**src/sv/mbe_pkg.sv**
```systemverilog
`timescale 1ns / 1ps
`default_nettype none

package mbe_pkg;

  localparam int CFG_IDX_W  = 4;
  localparam int CFG_DATA_W = 32;
  localparam int COORD_W    = 32;
  localparam int STEP_W     = 31;
  localparam int ITER_W     = 16;
  localparam int GREY_W     = 8;

  typedef enum logic [CFG_IDX_W-1:0] {
    CFG_ORIGIN_RE = 4'd0,
    CFG_ORIGIN_IM = 4'd1,
    CFG_STEP      = 4'd2,
    CFG_MAX_ITER  = 4'd3
  } cfg_idx_t;

  typedef struct packed {
    logic signed [COORD_W-1:0] origin_re;
    logic signed [COORD_W-1:0] origin_im;
    logic [STEP_W-1:0]         step;
    logic [ITER_W-1:0]         max_iter;
  } cfg_t;

  typedef struct packed {
    logic load_in;
    logic map_mul;
    logic map_add;
    logic iter_mul;
    logic iter_upd;
    logic div_start;
    logic out_load;
  } cmd_t;

  typedef struct packed {
    logic limit_hit;
    logic escaped;
    logic div_done;
  } status_t;

endpackage

`default_nettype wire

```
**src/sv/mbe_ctrl.sv**
```systemverilog
`timescale 1ns / 1ps
`default_nettype none

module mbe_ctrl (
  input  logic             clk,
  input  logic             rst_n,
  input  logic             in_valid,
  output logic             in_ready,
  output logic             out_valid,
  input  logic             out_ready,
  input  mbe_pkg::status_t status,
  output mbe_pkg::cmd_t    cmd
);
  import mbe_pkg::*;

  typedef enum logic [6:0] {
    S_IDLE = 7'b0000001,
    S_MAP  = 7'b0000010,
    S_CMAP = 7'b0000100,
    S_MUL  = 7'b0001000,
    S_UPD  = 7'b0010000,
    S_DIV  = 7'b0100000,
    S_DONE = 7'b1000000
  } state_t;

  state_t state_r, state_nxt;
  logic   out_valid_r, out_valid_nxt;

  always_comb begin
    state_nxt = state_r;
    cmd       = '0;
    unique case (state_r)
      S_IDLE: begin
        if (in_valid) begin
          cmd.load_in = 1'b1;
          state_nxt   = S_MAP;
        end
      end
      S_MAP: begin
        cmd.map_mul = 1'b1;
        state_nxt   = S_CMAP;
      end
      S_CMAP: begin
        cmd.map_add = 1'b1;
        state_nxt   = S_MUL;
      end
      S_MUL: begin
        if (status.limit_hit) begin
          cmd.div_start = 1'b1;
          state_nxt     = S_DIV;
        end else begin
          cmd.iter_mul = 1'b1;
          state_nxt    = S_UPD;
        end
      end
      S_UPD: begin
        if (status.escaped) begin
          cmd.div_start = 1'b1;
          state_nxt     = S_DIV;
        end else begin
          cmd.iter_upd = 1'b1;
          state_nxt    = S_MUL;
        end
      end
      S_DIV: begin
        if (status.div_done) begin
          state_nxt = S_DONE;
        end
      end
      S_DONE: begin
        // The result register may still hold the previous transaction.
        if (!out_valid_r || out_ready) begin
          cmd.out_load = 1'b1;
          state_nxt    = S_IDLE;
        end
      end
      default: begin
        state_nxt = S_IDLE;
      end
    endcase
  end

  always_comb begin
    priority if (cmd.out_load) begin
      out_valid_nxt = 1'b1;
    end else if (out_ready) begin
      out_valid_nxt = 1'b0;
    end else begin
      out_valid_nxt = out_valid_r;
    end
  end

  always_ff @(posedge clk) begin
    if (!rst_n) begin
      state_r     <= S_IDLE;
      out_valid_r <= 1'b0;
    end else begin
      state_r     <= state_nxt;
      out_valid_r <= out_valid_nxt;
    end
  end

  assign in_ready  = (state_r == S_IDLE);
  assign out_valid = out_valid_r;

endmodule

`default_nettype wire

```
**config.mk**
```make
export PLATFORM = sky130hd
export DESIGN_NAME = mbe_ctrl
export DESIGN_NICKNAME = d
export VERILOG_FILES = /design/src/sv/mbe_pkg.sv /design/src/sv/mbe_ctrl.sv
export SDC_FILE = /design/constraint.sdc
export NUM_CORES = 1
export LEC_CHECK = 0
export ABC_AREA = 1
export BUFFER_PORTS_ARGS = -buffer_cell sky130_fd_sc_hd__buf_2
export CORE_AREA = 2 2 39 41
export CTS_CLUSTER_SIZE = 30
export DETAILED_ROUTE_END_ITERATION = 7
export DIE_AREA = 0 0 41 43
export GPL_TIMING_DRIVEN = 0
export SLEW_MARGIN = 20
export SYNTH_ARGS = -nofsm -noshare
export SYNTH_HDL_FRONTEND = slang
export SYNTH_SLANG_ARGS = --single-unit
```
**constraint.sdc**
```tcl
create_clock -name clk -period 1.5 [get_ports clk]
set_input_delay 0.075 -clock clk [delete_from_list [all_inputs] [get_ports clk]]
set_output_delay 0.075 -clock clk [all_outputs]
set_load 0.02 [all_outputs]
```
After elaboration in Yosys (flattened, before gate mapping)
Cells that the tools add are included.
{"block": "word_totals", "ff_bits": 8, "latch_bits": 0, "ramBits": 0, "romBits": 0, "in_bits": 7, "out_inout_bits": 9, "wordCells": 37, "memories": 0}
{"block": "classes", "add_sub_neg": 0, "n_mul": 0, "n_div": 0, "n_lt_le_gt_ge": 0, "eq_ne": 10, "n_shift": 0, "mux": 21, "n_bitwise": 0, "n_reduce_logical": 4}
{"operator": "7-bit case mux with 7 select lines", "n": 1}
{"operator": "7-bit two-way mux", "n": 3}
{"operator": "1-bit two-way mux", "n": 14}
{"operator": "6-bit two-way mux", "n": 2}
{"operator": "7-bit by 1-bit equality test with 1-bit output (second input constant)", "n": 1}
{"operator": "7-bit by 2-bit equality test with 1-bit output (second input constant)", "n": 1}
{"operator": "7-bit by 3-bit equality test with 1-bit output (second input constant)", "n": 1}
{"operator": "7-bit by 4-bit equality test with 1-bit output (second input constant)", "n": 1}
{"operator": "7-bit by 5-bit equality test with 1-bit output (second input constant)", "n": 1}
{"operator": "7-bit by 6-bit equality test with 1-bit output (second input constant)", "n": 1}
{"operator": "7-bit equality test (second input constant)", "n": 1}
{"operator": "2-bit inequality test (second input constant)", "n": 3}
{"operator": "3-bit AND reduction", "n": 1}
{"operator": "1-bit case mux with 2 select lines", "n": 1}
{"operator": "2-bit nonzero test", "n": 1}
{"operator": "1-bit logical NOT", "n": 1}
{"operator": "1-bit logical OR", "n": 1}

Longest topological paths before layout
{"block": "logic_depth", "word_depth": 5, "mapped_depth": 9}

Worst setup path after synthesis
No wires, ideal clock.
{"block": "synth_timing", "path_kind": "register -> register", "from": "register state_r[0]", "to": "register state_r[0]", "setup_time_ns": 0.120, "t_arrival_ns": 1.059, "required_ns": 1.380, "setup_slack_ns": 0.322, "path_stages_with_launch": 9, "path_buffers": 0, "cell_sequence": "dfxtp_1 -> nor2_2 -> nand2_1 -> nor2_2 -> nor2_1 -> nand2_1 -> nor2_1 -> nand2_1 -> nand3_1"}
{"block": "synth_between", "elab_chain_cells": 3, "word_cells_on_any_way": 12, "classes_between": "10 x eq/ne; 1 x mux; 1 x reduce/logical"}
{"element": "from (decl)", "line": "mbe_ctrl.sv:26", "source": "state_t state_r, state_nxt;"}
{"element": "from (signal assigned)", "line": "mbe_ctrl.sv:98", "source": "state_r <= state_nxt;"}
{"element": "7-bit equality test (tied with other cells)", "line": "mbe_ctrl.sv:32", "source": "unique case (state_r)"}
{"element": "2-bit inequality test (no line)"}
{"element": "3-bit AND reduction (no line)"}
Parallel ways exist; a longest one is shown, timed or not.
A chain may end at the register's enable or synchronous reset.

==> results.md <==
* Area delta synth->final at 29.0%
* Final worst path period share at 93.5%
* WP data arrival at 1.33 ns
* Vias in the first global route at 432
* Share of cells above drive strength 1 at 37.5%
* Setup Crit Path Kind: reg -> out
* Max clock buf depth at 2
* Cell taking the most area after synthesis: dfxtp_1
* Place WS at 0.324 ns
* CP max FO at 3
* Diode count at 0
* GRT Util Overall at 14.2%
* Avg WL per Cell at 9.00 microns
* Residual DRC at 0
* Core Area at 1380 sq um
* TritonCTS Buffers at 3
* Die Area at 1760 sq um
* Synthesized area per cell at 6.30 sq um
* Rows at 14
* Gpl congestion at 0.766
* 1st-iter DRT viols at 6
* DRT Wirelength at 1010 microns
* Port-buffer cells at 15
* Hold crit path type: in -> reg
* CTS root buffer: clkbuf_4
* Global-route wire length before repair at 1620 microns
* Final ANT Viol Nets at 0
* CP startpoint kind: register
* Commonest cells post-synth: nor2_1, inv_1, nand2_1, dfxtp_1, nor2_2
* Fin crit period at 1.40 ns
* Worst path required time at 1.42 ns
* H-tree levels at 1
* Worst Hold Path EP: state_r[4]
* Max-cap violations at 0
* Leakage at 0.340 nW
* Fillers at 153
* Status: complete, no violations
* Clk_lat worst skew at 0.26 ns
* Post-Syn Area at 492 sq um
* Fmax at 713 MHz
* I/O pins at 16
* Worst VDD drop at 432 uV
* Count leader, synth: nor2_1
* Pwr Density at 922 nW/um^2
* Crit. End Element: output pin
* CTS tree: done
* Syn Inst Count at 78
* Flops & latches, synth at 8
* Hold depth at 2
* Pin count of the biggest net entering global routing at 6
* Total global routing overflow at 0
* Die span in y at 43 microns
* Ranking of synthesized cells by area: dfxtp_1, nor2_1, inv_1
* Hold Startpoint: status[2]
* Postcts setup bufs at 0
* Die W at 41 microns
* Worst-path clk slew at 0.05 ns
* Final WS setup at 0.0972 ns
* Drt pass-1 iters at 4
* R2R cell count at 8
* Ys flop type: dfxtp_1
* Max-slew violation count at 0
* Final nets at 105
* RR Endpoint: state_r[0]
* Sink Count at 8
* Total chip power at 0.585 mW
* Post-DP HPWL at 785 microns
* Initial antenna violation count at 0
* Final hold violation count at 0
* Via count at 493
* Post-synth EDFFs at 0
* RR Startpoint: state_r[4]
* Synth unique cells at 15
* Via-per-instance ratio at 4.40
* Flop2flop setup slack at 0.29 ns
* Final Setup Violations at 0
* Syn Nets at 85
* Final Skew at 0.00240 ns
* Post-CTS Resized at 0
* Async SR Flop Fraction at 0%
* Initial core utilization at 35.5%
* Slew HR at 85.8%
* RSZ-0062 raised after global routing: true
* Hold-fix buffers, CTS at 0
* Top cell type's share of synthesized area at 32.6%
* Seq/Total Area, Yosys at 32.6%
* Slew at the pin with the worst max-slew slack at 0.212 ns
* Yosys warns at 0
-- cell type report --
class                      instances  area [sq um]  area share, %
timing repair buffer              15          75.1           11.8
clock buffer                       3          22.5           3.55
tap                               16          20.0           3.16
sequential                         8           161           25.4
inverter                          15          56.3           8.88
buffer                             1          7.51           1.18
multi-input combinational         54           292           46.0
-- worst max-delay path, stage by stage (launching register included) --
cell	delay (ns)
dfxtp_1	0.35
nor2_2	0.15
nand2_2	0.10
nor2_2	0.15
nand2_1	0.09
nand2_2	0.07
buf_2	0.16
-- flip-flops by register name, summed over array words and instances (netlist names) --
signal / count
out_valid: 1
state_r: 7
-- stage by stage --
step | hold WS (ns) | setup TNS [ns] | cells | util [%] | cell area (sq um)
finish | 0.00356 | 0 | 112 | 45.8 | 634
global route | 0.0210 | -0.0191 | 112 | 45.8 | 634
CTS | 0.00544 | 0 | 112 | 44.0 | 609
detailed placement | 0.281 | 0 | 109 | 42.4 | 587
global placement | 0.274 | 0 | 109 | 42.4 | 587
floorplan | 0.153 | 0 | 78 | - | 492
-- where the power goes --
group          switching [mW]  total [mW]  internal (mW)
combinational           0.112       0.174         0.0616
sequential             0.0122       0.238          0.226
clock                  0.0807       0.173         0.0920
total                   0.205       0.585          0.379
-- per-layer routing --
layer	vias up	share of wire, %	routed length, microns	GRT usage [%]
li1	270	-	-	-
met1	206	44	439	15.9
met2	12	48	483	20.3
met3	5	4.7	47	4.71
met4	0	3.8	38	12.0
met5	-	0	0	0
-- cells by family after synthesis --
kind of cell    synth area share, %
buf+inv                        13.0
compound gates                 3.05
simple gates                   51.4
flops                          32.6
-- worst max path at each step --
| stage | from | to | slack (ns) | cells after the start |
|---|---|---|---|---|
| after floorplan | state_r[0] | state_r[0] | 0.32 | 8 |
| after global placement | state_r[6] | cmd[0] | 0.34 | 6 |
| after detailed placement | state_r[0] | cmd[0] | 0.32 | 7 |
| after CTS | state_r[0] | cmd[1] | 0.04 | 6 |
| after global routing | state_r[6] | cmd[1] | -0.01 | 6 |
| final | state_r[4] | cmd[1] | 0.1 | 6 |
-- cell usage in the layout, fill, tap and decap left out, types with 2 or more instances in the layout --
master / n
nor2_1: 19
buf_2: 15
inv_1: 13
nand2_1: 12
dfxtp_1: 7
nor2_2: 4
nand3_1: 4
nand2_2: 3
o21ai_1: 3
clkbuf_4: 3
nor2_4: 2
inv_2: 2
nor3_4: 2
nor3_1: 2
(Power assumes the default switching activity.)
